===== src/pheromone_matrix_update_macros.svh =====
// Assertion macros shared by the pheromone matrix update modules.
`ifndef PHEROMONE_MATRIX_UPDATE_MACROS_SVH
`define PHEROMONE_MATRIX_UPDATE_MACROS_SVH
`ifndef SYNTHESIS
`define PMU_ASSERT_NOW(lbl, clk, rst_n, ante, cons) \
  lbl: assert property (@(posedge clk) disable iff (!rst_n) (ante) |-> (cons)) \
    else $error("pmu assertion failed");
`define PMU_ASSERT_NEXT(lbl, clk, rst_n, ante, cons) \
  lbl: assert property (@(posedge clk) disable iff (!rst_n) (ante) |=> (cons)) \
    else $error("pmu assertion failed");
`else
`define PMU_ASSERT_NOW(lbl, clk, rst_n, ante, cons)
`define PMU_ASSERT_NEXT(lbl, clk, rst_n, ante, cons)
`endif
`endif


===== src/pmu_pkg.sv =====
// Types and constants of the pheromone matrix update block.
package pmu_pkg;

  localparam int CITIES_DEFAULT = 32;
  localparam int QUEUE_DEPTH = 2;

  localparam logic [1:0] KIND_INIT    = 2'd0;
  localparam logic [1:0] KIND_DEPOSIT = 2'd1;
  localparam logic [1:0] KIND_SWEEP   = 2'd2;
  localparam logic [1:0] KIND_READ    = 2'd3;

  localparam logic [1:0] STATUS_OK   = 2'd0;
  localparam logic [1:0] STATUS_ZERO = 2'd1;
  localparam logic [1:0] STATUS_SAT  = 2'd2;

  localparam logic [1:0] CFG_EVAPORATION      = 2'd0;
  localparam logic [1:0] CFG_DISTANCE_WEIGHT  = 2'd1;
  localparam logic [1:0] CFG_DEPOSIT_CONSTANT = 2'd2;
  localparam logic [1:0] CFG_INITIAL_TRAIL    = 2'd3;

  localparam logic [15:0] EVAPORATION_RESET      = 16'd32768;
  localparam logic [16:0] DISTANCE_WEIGHT_RESET  = 17'd32768;
  localparam logic [15:0] DEPOSIT_CONSTANT_RESET = 16'd100;
  localparam logic [31:0] INITIAL_TRAIL_RESET    = 32'd65536;

  localparam logic [31:0] SAT32 = 32'hFFFF_FFFF;
  localparam logic [16:0] WEIGHT_ONE = 17'h1_0000;

  typedef struct packed {
    logic [1:0]  kind;
    logic [4:0]  from_city;
    logic [4:0]  to_city;
    logic [23:0] tour_length;
    logic [23:0] time_cost;
    logic        use_time_weight;
  } in_item_t;

  typedef struct packed {
    logic [31:0] value;
    logic [1:0]  status;
  } out_item_t;

  typedef struct packed {
    logic [1:0]  kind;
    logic        in_range;
    logic [4:0]  from_city;
    logic [4:0]  to_city;
    logic [23:0] tour_length;
    logic [23:0] time_cost;
    logic        use_time_weight;
  } pmu_cmd_t;

  typedef struct packed {
    logic [15:0] evaporation;
    logic [16:0] distance_weight;
    logic [15:0] deposit_constant;
    logic [31:0] initial_trail;
  } pmu_cfg_t;

endpackage


===== src/pmu_front.sv =====
// Input stage that accepts transactions and classifies them into commands.
module pmu_front #(
  parameter int CITIES = pmu_pkg::CITIES_DEFAULT
) (
  input  logic               clk,
  input  logic               rst_n,
  input  logic               in_valid,
  output logic               in_ready,
  input  pmu_pkg::in_item_t  in_data,
  output logic               cmd_valid,
  input  logic               cmd_ready,
  output pmu_pkg::pmu_cmd_t  cmd
);

  logic              v_r;
  pmu_pkg::pmu_cmd_t cmd_r;

  assign in_ready  = !v_r || cmd_ready;
  assign cmd_valid = v_r;
  assign cmd       = cmd_r;

  always_ff @(posedge clk) begin
    if (!rst_n) begin
      v_r <= 1'b0;
    end else if (in_ready) begin
      v_r <= in_valid;
    end
  end

  always_ff @(posedge clk) begin
    if (in_valid && in_ready) begin
      cmd_r.kind            <= in_data.kind;
      cmd_r.in_range        <= (32'(in_data.from_city) < 32'(CITIES)) &&
                               (32'(in_data.to_city) < 32'(CITIES));
      cmd_r.from_city       <= in_data.from_city;
      cmd_r.to_city         <= in_data.to_city;
      cmd_r.tour_length     <= in_data.tour_length;
      cmd_r.time_cost       <= in_data.time_cost;
      cmd_r.use_time_weight <= in_data.use_time_weight;
    end
  end

endmodule


===== config.mk =====
export PLATFORM = sky130hd
export DESIGN_NAME = pmu_front
export DESIGN_NICKNAME = d
export VERILOG_FILES = /design/src/pheromone_matrix_update_macros.svh /design/src/pmu_pkg.sv /design/src/pmu_front.sv
export SDC_FILE = /design/constraint.sdc
export NUM_CORES = 1
export LEC_CHECK = 0
export ABC_CLOCK_PERIOD_IN_PS = 1200
export BUFFER_PORTS_ARGS = -buffer_cell sky130_fd_sc_hd__buf_2
export CORE_MARGIN = 1.5
export CORE_UTILIZATION = 25
export DETAILED_ROUTE_END_ITERATION = 8
export GPL_TIMING_DRIVEN = 1
export SLEW_MARGIN = 10
export SYNTH_ARGS = -nofsm -noshare
export SYNTH_HDL_FRONTEND = slang
export SYNTH_SLANG_ARGS = --single-unit

===== constraint.sdc =====
create_clock -name clk -period 1.2 [get_ports clk]
set_input_delay 0.18 -clock clk [delete_from_list [all_inputs] [get_ports clk]]
set_output_delay 0.18 -clock clk [all_outputs]
set_load 0.005 [all_outputs]

# == Yosys cells after proc, flatten, opt, wreduce, memory -nomap -nowiden ==
# Cells that the tools add are included.
# word_totals
regBits,62
input_bits,65
output_inout_bits,64
wordCells,10
# op_classes
n_reduce_logical,3
# ops
operator,n
1-bit logical AND,1
1-bit zero test,1
1-bit logical OR,1

# == Longest topological paths before layout ==
# depth
word_depth,3
mapped_depth,2
ltp_nobuf,2

# == Least setup slack after synthesis ==
# No wires, ideal clock.
# synth_path
kind,reg-to-reg
startpoint,"register v_r, in the netlist cmd_valid"
endpoint,"register cmd_r, in the netlist cmd[0], enable pin"
setup_ps,376
arrival_time_ps,941
t_required_ps,824
path_slack_ps,-117
stages_incl_launch_ff,3
n_path_buf,0
synth_period_minus_slack_ps,1317
path_cell_list,dfxtp_1 -> nand2b_4 -> and2_4
# synth_between
elab_chain_cells,3
# synth_lines
element,line_no,source
"start, declared",pmu_front.sv:15,logic v_r;
"start signal, assigned",pmu_front.sv:26,v_r <= in_valid;
1-bit zero test,pmu_front.sv:18,assign in_ready = !v_r || cmd_ready;
1-bit logical OR,pmu_front.sv:18,
via in_ready,pmu_front.sv:8,"output logic in_ready,"
1-bit logical AND,pmu_front.sv:31,if (in_valid && in_ready) begin
"end, declared",pmu_front.sv:16,pmu_pkg::pmu_cmd_t cmd_r;
# The timed path passes the listed nets, and every way through them passes these cells.
# A chain may end at the register's enable or synchronous reset.

# == Worst setup path in the final report ==
# layout_path
startpoint,"register v_r, in the netlist cmd_valid"
endpoint,"register cmd_r, in the netlist cmd[11], enable pin"
# layout_between
elab_chain_cells,3
# layout_lines
element,line_no
1-bit zero test,pmu_front.sv:18
1-bit logical OR,pmu_front.sv:18
1-bit logical AND,pmu_front.sv:31
# Every way passes these cells.

==> results.md <==
* Total number of vias at 1255
* Final core utilization at 42.8%
* # port buffers at 127
* Initial antenna violation count at 2
* Clk_lat worst skew at 0.33 ns
* Io pins at about 130
* Placer Congestion at 0.641
* Synthesized area at 1900 um2
* Avg Synthesized Cell Area at 27.9 um2
* Crit path largest cell delay at 0.33 ns
* Max_cap viols at 0
* Post-DP HPWL at 3120 um
* Worst-path clk slew at approximately 0.070 ns
* Post-Synth Simple-Gate Area at under 10%
* Filler cell count at 706
* Clock Root Buffer: clkbuf_8
* Critical path fanouts, max at 28
* Initial core utilization at 26.1%
* Final std cells w/o fill at 339
* Worst EP arrival at 1.13 ns
* Largest net degree at the start of global routing at 29
* Crit share post-route at 91.7%
* Post-synthesis mux area share at 0%
* Share of layout cells above drive strength 1 at between 60 and 70%
* Post-CTS resize count at 0
* Worst setup EP type: flip-flop
* CTS sink count at 62
* H-tree depth at 3
* WL per Instance at approximately 13 um
* Min Clock Period, post-route at 1.10 ns
* P_sw at 0.930 mW
* Hold/Removal Path Class: in2reg
* Max Root-Sink Buffers at 2
* Cell count after placement at 297
* Count of final max-slew check failures at 0
* Req. time, crit path at 1.23 ns
* Hold Vio Cnt, Final at 0
* Yosys warnings at 0
* Post-Syn Instances at 68
* Commonest non-fill, non-tap cell in the layout: buf_2
* VDD IR-drop max at roughly 0.84 mV
* Fmax at 0.909 GHz
* Final ANT Viol Nets at 0
* Clock Power Share at 33.3%
* Setup ws final at ~0.10 ns
* Die H at 90.2 um
* GRT Util Overall at 10.7%
* Leak at roughly 1.3 nW
* Most frequent cells in the layout: buf_2, edfxtp_1, dlygate4sd3_1
* Synth Register Bits at 62
* Synthesized-area fraction occupied by adder cells at 0%
* Internal at around 3.5 mW
* CP Launch Type: flip-flop
* Main combinational cell family by area after synthesis: simple AND/OR/NAND/NOR gates
* Synthesized Nets at about 130
* Synth Area in Compound Gates at 0.592%
* CTS tree: built
* Pwr/cell area at 1420 nW/um2
* Total grt overflow at 0
* Post-CTS Hold Buffers at 8
* FP Rows at 31
* Die area at between 8000 and 9000 um2
* Initial DRC count at 54
* Core Area at 7290 um2
* Clock Skews at between 0.004 and 0.005 ns
* Dpl ws at 0.0958 ns
* Part of the power in combinational logic at 8.9%
* Drt via density at 3.70
* Seq/Total Area, Yosys at 97.4%
* CP Class: reg2reg
* CTS Buf Count at 9
* First-pass GRT wire length at 6180 um
* CP delay by family, top: flip-flops
* Netlist cell types at 8
* XOR/XNOR Fraction of Synth Area at 0%
* Status: finished, final reports clean
* Setup bufs post-CTS at 0
* Critical Path Slowest Stage Cell: dfxtp_2
* WP buf/inv at 1
* Die width at 90.2 um
* Area Overhead vs Synth at 64.2%
* DRC at 0
* RSZ-0062 raised after global routing: no
* Vias in the first global route at 1250
* Fin nets at 299
* Setup violations, final at 0
* Sequential power share at between 50 and 60%
* Hold slack at approximately 0.02 ns
* Switch share at 21.0%
* Routed WL at 4430 um
* CP cell instances: nand2b_4 -> and2_4 -> buf_12
* Pre-Repair DR Iteration Count at 3
## layer usage
layer	GRT usage [%]	part of all wire, %
met1	11.1	37
met2	16.8	50
met3	7.53	11
met4	4.37	1.2
met5	0	0.29
## registers in the layout, indices dropped and copies added (netlist names)
register   count
cmd           61
cmd_valid      1
## synth_stat cells, drive strengths merged
library cell | n | area [um2]
a21boi | 1 | 11.3
and2 | 1 | 8.76
buf | 1 | 7.51
conb | 1 | 3.75
dfxtp | 1 | 20.0
edfxtp | 61 | 1830
inv | 1 | 3.75
nand2b | 1 | 13.8
## cell type report
type	instances	area, um2	share of cell area, %
antenna	1	2.50	0.0802
clock buffer	12	135	4.33
clock inverter	4	23.8	0.762
inverter	1	3.75	0.120
multi-input combinational	4	37.5	1.20
sequential	62	1850	59.4
tap	99	124	3.97
timing repair buffer	156	941	30.2
## logic make-up (layout without fill, tap and decap cells)
logic type / after synthesis / in the layout
other: 1 / 2
buffers and inverters: 2 / 173
AND/OR/NAND/NOR: 2 / 2
AO/OA/AOI/OAI: 1 / 1
flip-flops: 62 / 62
## through the flow
step	power, mW	setup TNS, ns	cell area, um2
after floorplan	2.68	-6.06	1900
after global placement	2.94	0	2710
after detailed placement	2.94	0	2710
after CTS	4.46	0	2950
after global routing	4.64	0	3120
final	4.43	0	3120
## power groups by stage
stage | sequential (mW) | clock, mW | combinational [mW]
global route | 2.57 | 1.64 | 0.427
CTS | 2.56 | 1.55 | 0.355
finish | 2.56 | 1.48 | 0.392
global placement | 2.61 | 0 | 0.328
detailed placement | 2.61 | 0 | 0.335
floorplan | 2.63 | 0 | 0.0499
## final timing paths
path	start	endpoint	slack (ns)	cells after the start
max	cmd_valid	cmd[11]	0.1	3
min	in_data[9]	cmd[9]	0.02	1
max reg2reg	cmd_valid	cmd[11]	0.1	3
min reg2reg	cmd_valid	cmd_valid	0.50	2
No activity file was read; power rests on OpenSTA's default activity.
