## config.mk

```make
export PLATFORM = sky130hd
export DESIGN_NAME = pmu_queue
export DESIGN_NICKNAME = d
export VERILOG_FILES = /design/src/pmu_pkg.sv /design/src/pmu_queue.sv
export VERILOG_INCLUDE_DIRS = /design/src /design/src/src
export SDC_FILE = /design/constraint.sdc
export NUM_CORES = 1
export LEC_CHECK = 0
export ABC_AREA = 1
export BUFFER_PORTS_ARGS = -buffer_cell sky130_fd_sc_hd__buf_2
export CAP_MARGIN = 20
export CORE_MARGIN = 5
export CORE_UTILIZATION = 50
export CTS_BUF_LIST = sky130_fd_sc_hd__clkbuf_16
export CTS_CLUSTER_SIZE = 28
export DETAILED_ROUTE_END_ITERATION = 6
export GPL_ROUTABILITY_DRIVEN = 0
export PLACE_DENSITY = 0.76
export SLEW_MARGIN = 10
export SYNTH_ARGS = -nofsm -noshare
export SYNTH_HDL_FRONTEND = slang
export SYNTH_SLANG_ARGS = --single-unit
export TNS_END_PERCENT = 50
```

## constraint.sdc

```tcl
create_clock -name clk -period 5 [get_ports clk]
set_input_delay 0.75 -clock clk [delete_from_list [all_inputs] [get_ports clk]]
set_output_delay 0.75 -clock clk [all_outputs]
set_load 0.05 [all_outputs]
```

## src/pheromone_matrix_update_macros.svh

```systemverilog
// Assertion macros shared by the pheromone matrix update modules.
`ifndef PHEROMONE_MATRIX_UPDATE_MACROS_SVH
`define PHEROMONE_MATRIX_UPDATE_MACROS_SVH
`ifndef SYNTHESIS
`define PMU_ASSERT_NOW(lbl, clk, rst_n, ante, cons) \
  lbl: assert property (@(posedge clk) disable iff (!rst_n) (ante) |-> (cons)) \
    else $error("pmu assertion failed");
`define PMU_ASSERT_NEXT(lbl, clk, rst_n, ante, cons) \
  lbl: assert property (@(posedge clk) disable iff (!rst_n) (ante) |=> (cons)) \
    else $error("pmu assertion failed");
`else
`define PMU_ASSERT_NOW(lbl, clk, rst_n, ante, cons)
`define PMU_ASSERT_NEXT(lbl, clk, rst_n, ante, cons)
`endif
`endif

```

## src/pmu_pkg.sv

```systemverilog
// Types and constants of the pheromone matrix update block.
package pmu_pkg;

  localparam int CITIES_DEFAULT = 32;
  localparam int QUEUE_DEPTH = 2;

  localparam logic [1:0] KIND_INIT    = 2'd0;
  localparam logic [1:0] KIND_DEPOSIT = 2'd1;
  localparam logic [1:0] KIND_SWEEP   = 2'd2;
  localparam logic [1:0] KIND_READ    = 2'd3;

  localparam logic [1:0] STATUS_OK   = 2'd0;
  localparam logic [1:0] STATUS_ZERO = 2'd1;
  localparam logic [1:0] STATUS_SAT  = 2'd2;

  localparam logic [1:0] CFG_EVAPORATION      = 2'd0;
  localparam logic [1:0] CFG_DISTANCE_WEIGHT  = 2'd1;
  localparam logic [1:0] CFG_DEPOSIT_CONSTANT = 2'd2;
  localparam logic [1:0] CFG_INITIAL_TRAIL    = 2'd3;

  localparam logic [15:0] EVAPORATION_RESET      = 16'd32768;
  localparam logic [16:0] DISTANCE_WEIGHT_RESET  = 17'd32768;
  localparam logic [15:0] DEPOSIT_CONSTANT_RESET = 16'd100;
  localparam logic [31:0] INITIAL_TRAIL_RESET    = 32'd65536;

  localparam logic [31:0] SAT32 = 32'hFFFF_FFFF;
  localparam logic [16:0] WEIGHT_ONE = 17'h1_0000;

  typedef struct packed {
    logic [1:0]  kind;
    logic [4:0]  from_city;
    logic [4:0]  to_city;
    logic [23:0] tour_length;
    logic [23:0] time_cost;
    logic        use_time_weight;
  } in_item_t;

  typedef struct packed {
    logic [31:0] value;
    logic [1:0]  status;
  } out_item_t;

  typedef struct packed {
    logic [1:0]  kind;
    logic        in_range;
    logic [4:0]  from_city;
    logic [4:0]  to_city;
    logic [23:0] tour_length;
    logic [23:0] time_cost;
    logic        use_time_weight;
  } pmu_cmd_t;

  typedef struct packed {
    logic [15:0] evaporation;
    logic [16:0] distance_weight;
    logic [15:0] deposit_constant;
    logic [31:0] initial_trail;
  } pmu_cfg_t;

endpackage

```

## src/pmu_queue.sv

```systemverilog
// Short command queue between the front and back parts.
`include "pheromone_matrix_update_macros.svh"
module pmu_queue (
  input  logic              clk,
  input  logic              rst_n,
  input  logic              push_valid,
  output logic              push_ready,
  input  pmu_pkg::pmu_cmd_t push_data,
  output logic              pop_valid,
  input  logic              pop_ready,
  output pmu_pkg::pmu_cmd_t pop_data
);

  localparam int DEPTH = pmu_pkg::QUEUE_DEPTH;
  localparam int PW = (DEPTH > 1) ? $clog2(DEPTH) : 1;
  localparam int CW = $clog2(DEPTH + 1);

  pmu_pkg::pmu_cmd_t slot_r [DEPTH];
  logic [PW-1:0]     wr_ptr_r;
  logic [PW-1:0]     rd_ptr_r;
  logic [CW-1:0]     cnt_r;
  logic              push;
  logic              pop;

  assign push_ready = (cnt_r != CW'(DEPTH));
  assign pop_valid  = (cnt_r != '0);
  assign pop_data   = slot_r[rd_ptr_r];
  assign push       = push_valid && push_ready;
  assign pop        = pop_valid && pop_ready;

  always_ff @(posedge clk) begin
    if (!rst_n) begin
      wr_ptr_r <= '0;
      rd_ptr_r <= '0;
      cnt_r    <= '0;
    end else begin
      if (push) begin
        wr_ptr_r <= (wr_ptr_r == PW'(DEPTH - 1)) ? '0 : wr_ptr_r + 1'b1;
      end
      if (pop) begin
        rd_ptr_r <= (rd_ptr_r == PW'(DEPTH - 1)) ? '0 : rd_ptr_r + 1'b1;
      end
      if (push && !pop) begin
        cnt_r <= cnt_r + 1'b1;
      end else if (pop && !push) begin
        cnt_r <= cnt_r - 1'b1;
      end
    end
  end

  always_ff @(posedge clk) begin
    if (push) begin
      slot_r[wr_ptr_r] <= push_data;
    end
  end

  `PMU_ASSERT_NOW(a_cnt_bound, clk, rst_n, 1'b1, cnt_r <= CW'(DEPTH))
  `PMU_ASSERT_NEXT(a_cnt_grow, clk, rst_n, push && !pop, cnt_r == $past(cnt_r) + 1'b1)

endmodule

```

-- After elaboration in Yosys (flattened, before gate mapping)
Memory sizes are Yosys's and may differ from the RTL's. A register that Yosys moved wholly into a read port is not among the register bits.
Cells that the tools add are included.
W data, S select, Z words.
- bits in latches: 0
- memories: 1
- ROM bits: 0
- flip-flop bits (word level): 4
- memory bits (writable): 124
- word-level logic and storage cells: 25
- input port bits: 66
- output and inout port bits: 64
- div/mod/pow operators: 0
- shifts and indexed selects: 0
- $mul: 0
- multiplexer cells: 8
- add/sub/neg operators: 4
- order comparisons: 0
- reduce and logical (&&, ||, !) cells: 8
- bitwise logic cells: 0
- equal/unequal tests: 1
- memories (name ; words ; width ; rd ports ; clocked after memory_dff ; wr ports ; line ; text):
    slot_r ; 2 ; 62 ; 1 ; 1 ; 1 ; pmu_queue.sv:18 ; pmu_pkg::pmu_cmd_t slot_r [DEPTH];
- operator list (operator ; number):
    $mux W1 ; 6
    $logic_and A1 B1 Y1 ; 4
    $mux W2 ; 2
    $reduce_bool A2 Y1 ; 2
    $add A1 B1 Y1 const B ; 2
    $add A2 B1 Y2 const B ; 1
    $logic_not A1 Y1 ; 2
    $ne A2 B2 Y1 const B ; 1
    $sub A2 B1 Y2 const B ; 1

-- Depth between registers and ports, before layout
- depth after elaboration: 6
- depth in mapped cells: 11
- mapped depth without buffers: 11

-- Worst setup path after synthesis
OpenSTA, ideal clock, no wires.
- path kind: register -> register
- start point: register cnt_r[0]
- end point: memory slot_r[0][0] in the netlist's numbering (enable)
- required time: 4.518 ns
- data arrival time: 3.565 ns
- buffers on the path: 0
- path slack: 0.953 ns
- period minus slack after synthesis: 4.047 ns
- stages on the path, launching flop included: 5
- setup time: 0.482 ns
- cell sequence: dfxtp_1 inv_1 nand2_1 nand2_1 nor2_1
- cells in the longest elaborated chain, start to end: 4
- RTL lines (what ; line ; text):
    start, declared ; pmu_queue.sv:21 ; logic [CW-1:0] cnt_r;
    start signal, assigned ; pmu_queue.sv:44 ; cnt_r <= cnt_r + 1'b1;
    start signal, assigned ; pmu_queue.sv:46 ; cnt_r <= cnt_r - 1'b1;
    $ne A2 B2 Y1 ; pmu_queue.sv:25 ; assign push_ready = (cnt_r != CW'(DEPTH));
    via push_ready ; pmu_queue.sv:7 ; output logic push_ready,
    $logic_and A1 B1 Y1 ; pmu_queue.sv:28 ; assign push = push_valid && push_ready;
    $mux W1 ; pmu_queue.sv:52 ; if (push) begin
    $mux W1 (not written as such) ; pmu_queue.sv:53 ; slot_r[wr_ptr_r] <= push_data;
    end, declared ; pmu_queue.sv:18 ;
The timed path passes the listed nets, and every way through them passes these cells.

==> impl_metrics.yaml <==
yosys:
  synth_seq_area_share_pct: 76.2
  yosysWarnings: 0
  syn_area_sq_um: 5020
  synthCells: 230
  synth_top_family_by_area: "multiplexers"
  ys_seq_elements: 129
  synth_edf_count: 124
  yosys.area_share.simple_pct: 1.50
  async_flop_share_pct: 0
  synth-adder-area-share_pct: 0.249
  yosys.cell_count.top_type: "edfxtp_1"
  synth_xor_area_share_pct: 0
  avgSynthCellArea_sq_um: 21.8
  synthFlopType: "edfxtp_1"
  synthTopCellsByArea: "edfxtp_1, mux2_4, buf_12"
  synth_common_cells: "edfxtp_1, mux2_4, nand2_1"
  synth_compound_area_share_pct: 0.449
  synth_top_area_share_pct: 74.2
  yosysTopAreaCell: "edfxtp_1"
  synth_cell_types: 15
  synthMuxAreaShare_pct: 18.4
  syn_nets: 297
cts:
  clk_pin_slew_ns: 0.05
  clk_latency_ns: 0.40
  cts_max_path_buffers: 2
  cts_root_buf: "clkbuf_16"
  cts_buffers: 17
  cts_tree: "yes"
  cts_hold_buf: 0
  cts_resized: 0
  cts_setup_buffers: 0
  cts_max_level: 4
  clock-sinks: 129
placed_design:
  pre_cts_slack_ns: 2.25
  io_buffers: 129
  placed_area_sq_um: 5730
  dp_hpwl_microns: 5910
timing:
  maxSlewViolCount: 0
  worstMarginPinSlew_ns: 0.984
  fin_crit_ns: 2.73
  fin_skew_ns: 0.00558
  hold_viol: 0
  setup_viol: 0
  post-route-period-util_pct: 54.5
  setup_ws_ns: 2.27
  finalSetupTns_ns: 0
  clock.fmax_mhz: 367
  relSlewSlack_pct: 34.3
  rsz0062_at_grt: "false"
min_path:
  hp-start: "rd_ptr_r"
  holdPathStages: 2
  worstHoldPathType: "flop to flop"
worst_setup_path:
  ff2ff_setup_slack_ns: 2.58
  end_kind: "primary output"
  rr_worst_depth: 5
  crit_required_ns: 4.25
  path_max_fanout: 36
  arrival_ns: 1.98
  r2r_start: "cnt_r[0]"
  cp-start-kind: "flop"
  criticalPathCategory: "flop to primary output"
  reg2reg_to: "slot_r[0][31]"
detailed_routing:
  ant_nets: 0
  viasPerCell: 4.79
  num_vias: 2498
  drt_first_pass_iters: 4
  wl_per_cell_microns: 17.3
  drc: 0
  first_iter_violations: 84
  routed_wl_microns: 9000
layout:
  diodes: 0
  final_cell_area_sq_um: 6350
  final_nets: 442
  drive_above_1_share_pct: 58.8
  area_growth_syn_to_layout_pct: 26.6
floorplanning:
  dieWidth_microns: 110
  rows: 36
  die_area_sq_um: 12100
  boundaryPins: 130
  die_h_microns: 110
  start_util_pct: 51.3
  coreArea_sq_um: 9770
power:
  p_leak_uw: 0.00254
  p_per_area_nw_per_um2: 601
  p_seq_share_pct: 37.9
  netSwitchingFraction_pct: 34.9
  power_switching_uw: 1330
  vdd_drop_max_mv: 0.406
  power.share.clock_pct: 30.3
  p_int_uw: 2490
  combPwrFrac_pct: 31.8
global_route:
  grt.total_usage_pct: 14.9
  grt_pass1_vias: 2609
  antenna_found_initial: 0
  grt_max_degree: 63
  overflow: 0
  grt_pass1_wl_microns: 13000
run:
  cap_violations: 0
outcome:
  outcome: "completed"
[worst max-delay path: stages (launching register included)]
cell and delay [ns]:
dfxtp_4 0.68, buf_16 0.32, mux2_4 0.34, buf_2 0.22
[metrics by stage]
step           std cells  power, uW  hold WS, ns  utilization (%)
3_5_place_dp         487       2690        0.503             58.7
5_1_grt              521       3970        0.520             65.0
3_3_place_gp         487       2660        0.480             58.7
6_report             521       3820        0.505             65.0
4_1_cts              519       3850        0.517             64.5
2_1_floorplan        230       2490        0.467                -
[cell families (layout without fill, tap and decap cells)]
family          count (synthesis)  count (layout)
compound gates                  4               4
fa+ha+maj                       1               1
buf+inv                        15             173
flops                         129             129
mux                            62              62
simple gates                   19              19
[flip-flops by register name, indices dropped and copies added (netlist names), named ones only]
| register | flops |
|---|---|
| rd_ptr_r | 1 |
| wr_ptr_r | 1 |
| cnt_r | 2 |
| slot_r | 124 |
[routing by layer]
layer	vias up	track usage, %	part of all wire, %
li1	1183	-	-
met1	1216	17.3	40
met2	95	24.9	50
met3	4	5.59	8.9
met4	0	6.42	0.53
met5	-	0	0
[cell usage in the layout, fill, tap and decap left out]
cell type,n
bufinv_16,2
buf_2,129
clkinv_4,3
clkbuf_16,17
a21oi_1,1
clkinv_1,1
dfxtp_1,4
clkinv_2,3
nand2_1,9
o21ai_0,2
mux2_4,60
nor2_1,6
buf_16,1
clkinvlp_4,5
ha_1,1
buf_4,2
nand4_1,1
nor2_4,2
mux2_2,2
buf_12,1
inv_1,9
nand3_1,1
dfxtp_4,1
o21a_1,1
edfxtp_1,124
[cell type report]
cell class | instances | area, sq um
timing repair buffer | 133 | 708
tap | 133 | 166
fill | 683 | 3420
sequential | 129 | 3830
inverter | 8 | 30.0
clock inverter | 15 | 146
clock buffer | 17 | 425
multi-input combinational | 86 | 1050
[how the worst max path moves through the flow]
stage                     from       endpoint  slack [ns]  cells after the start
finish                    flop   pop_data[10]        2.27                      3
global route              flop   pop_data[10]        2.19                      3
CTS                       flop   pop_data[41]        2.04                      2
detailed placement  push_valid  slot_r[1][23]        2.25                      4
global placement    push_valid  slot_r[1][13]        2.34                      4
floorplan             cnt_r[0]   slot_r[0][0]        0.95                      4
[power groups by stage]
stage / Clock, uW / Combinational [uW] / Sequential (uW)
2_1_floorplan: 0 / 1060 / 1430
3_3_place_gp: 0 / 1160 / 1500
3_5_place_dp: 0 / 1170 / 1510
4_1_cts: 1180 / 1180 / 1490
5_1_grt: 1230 / 1270 / 1460
6_report: 1150 / 1210 / 1450
No activity file was read; power rests on OpenSTA's default activity.
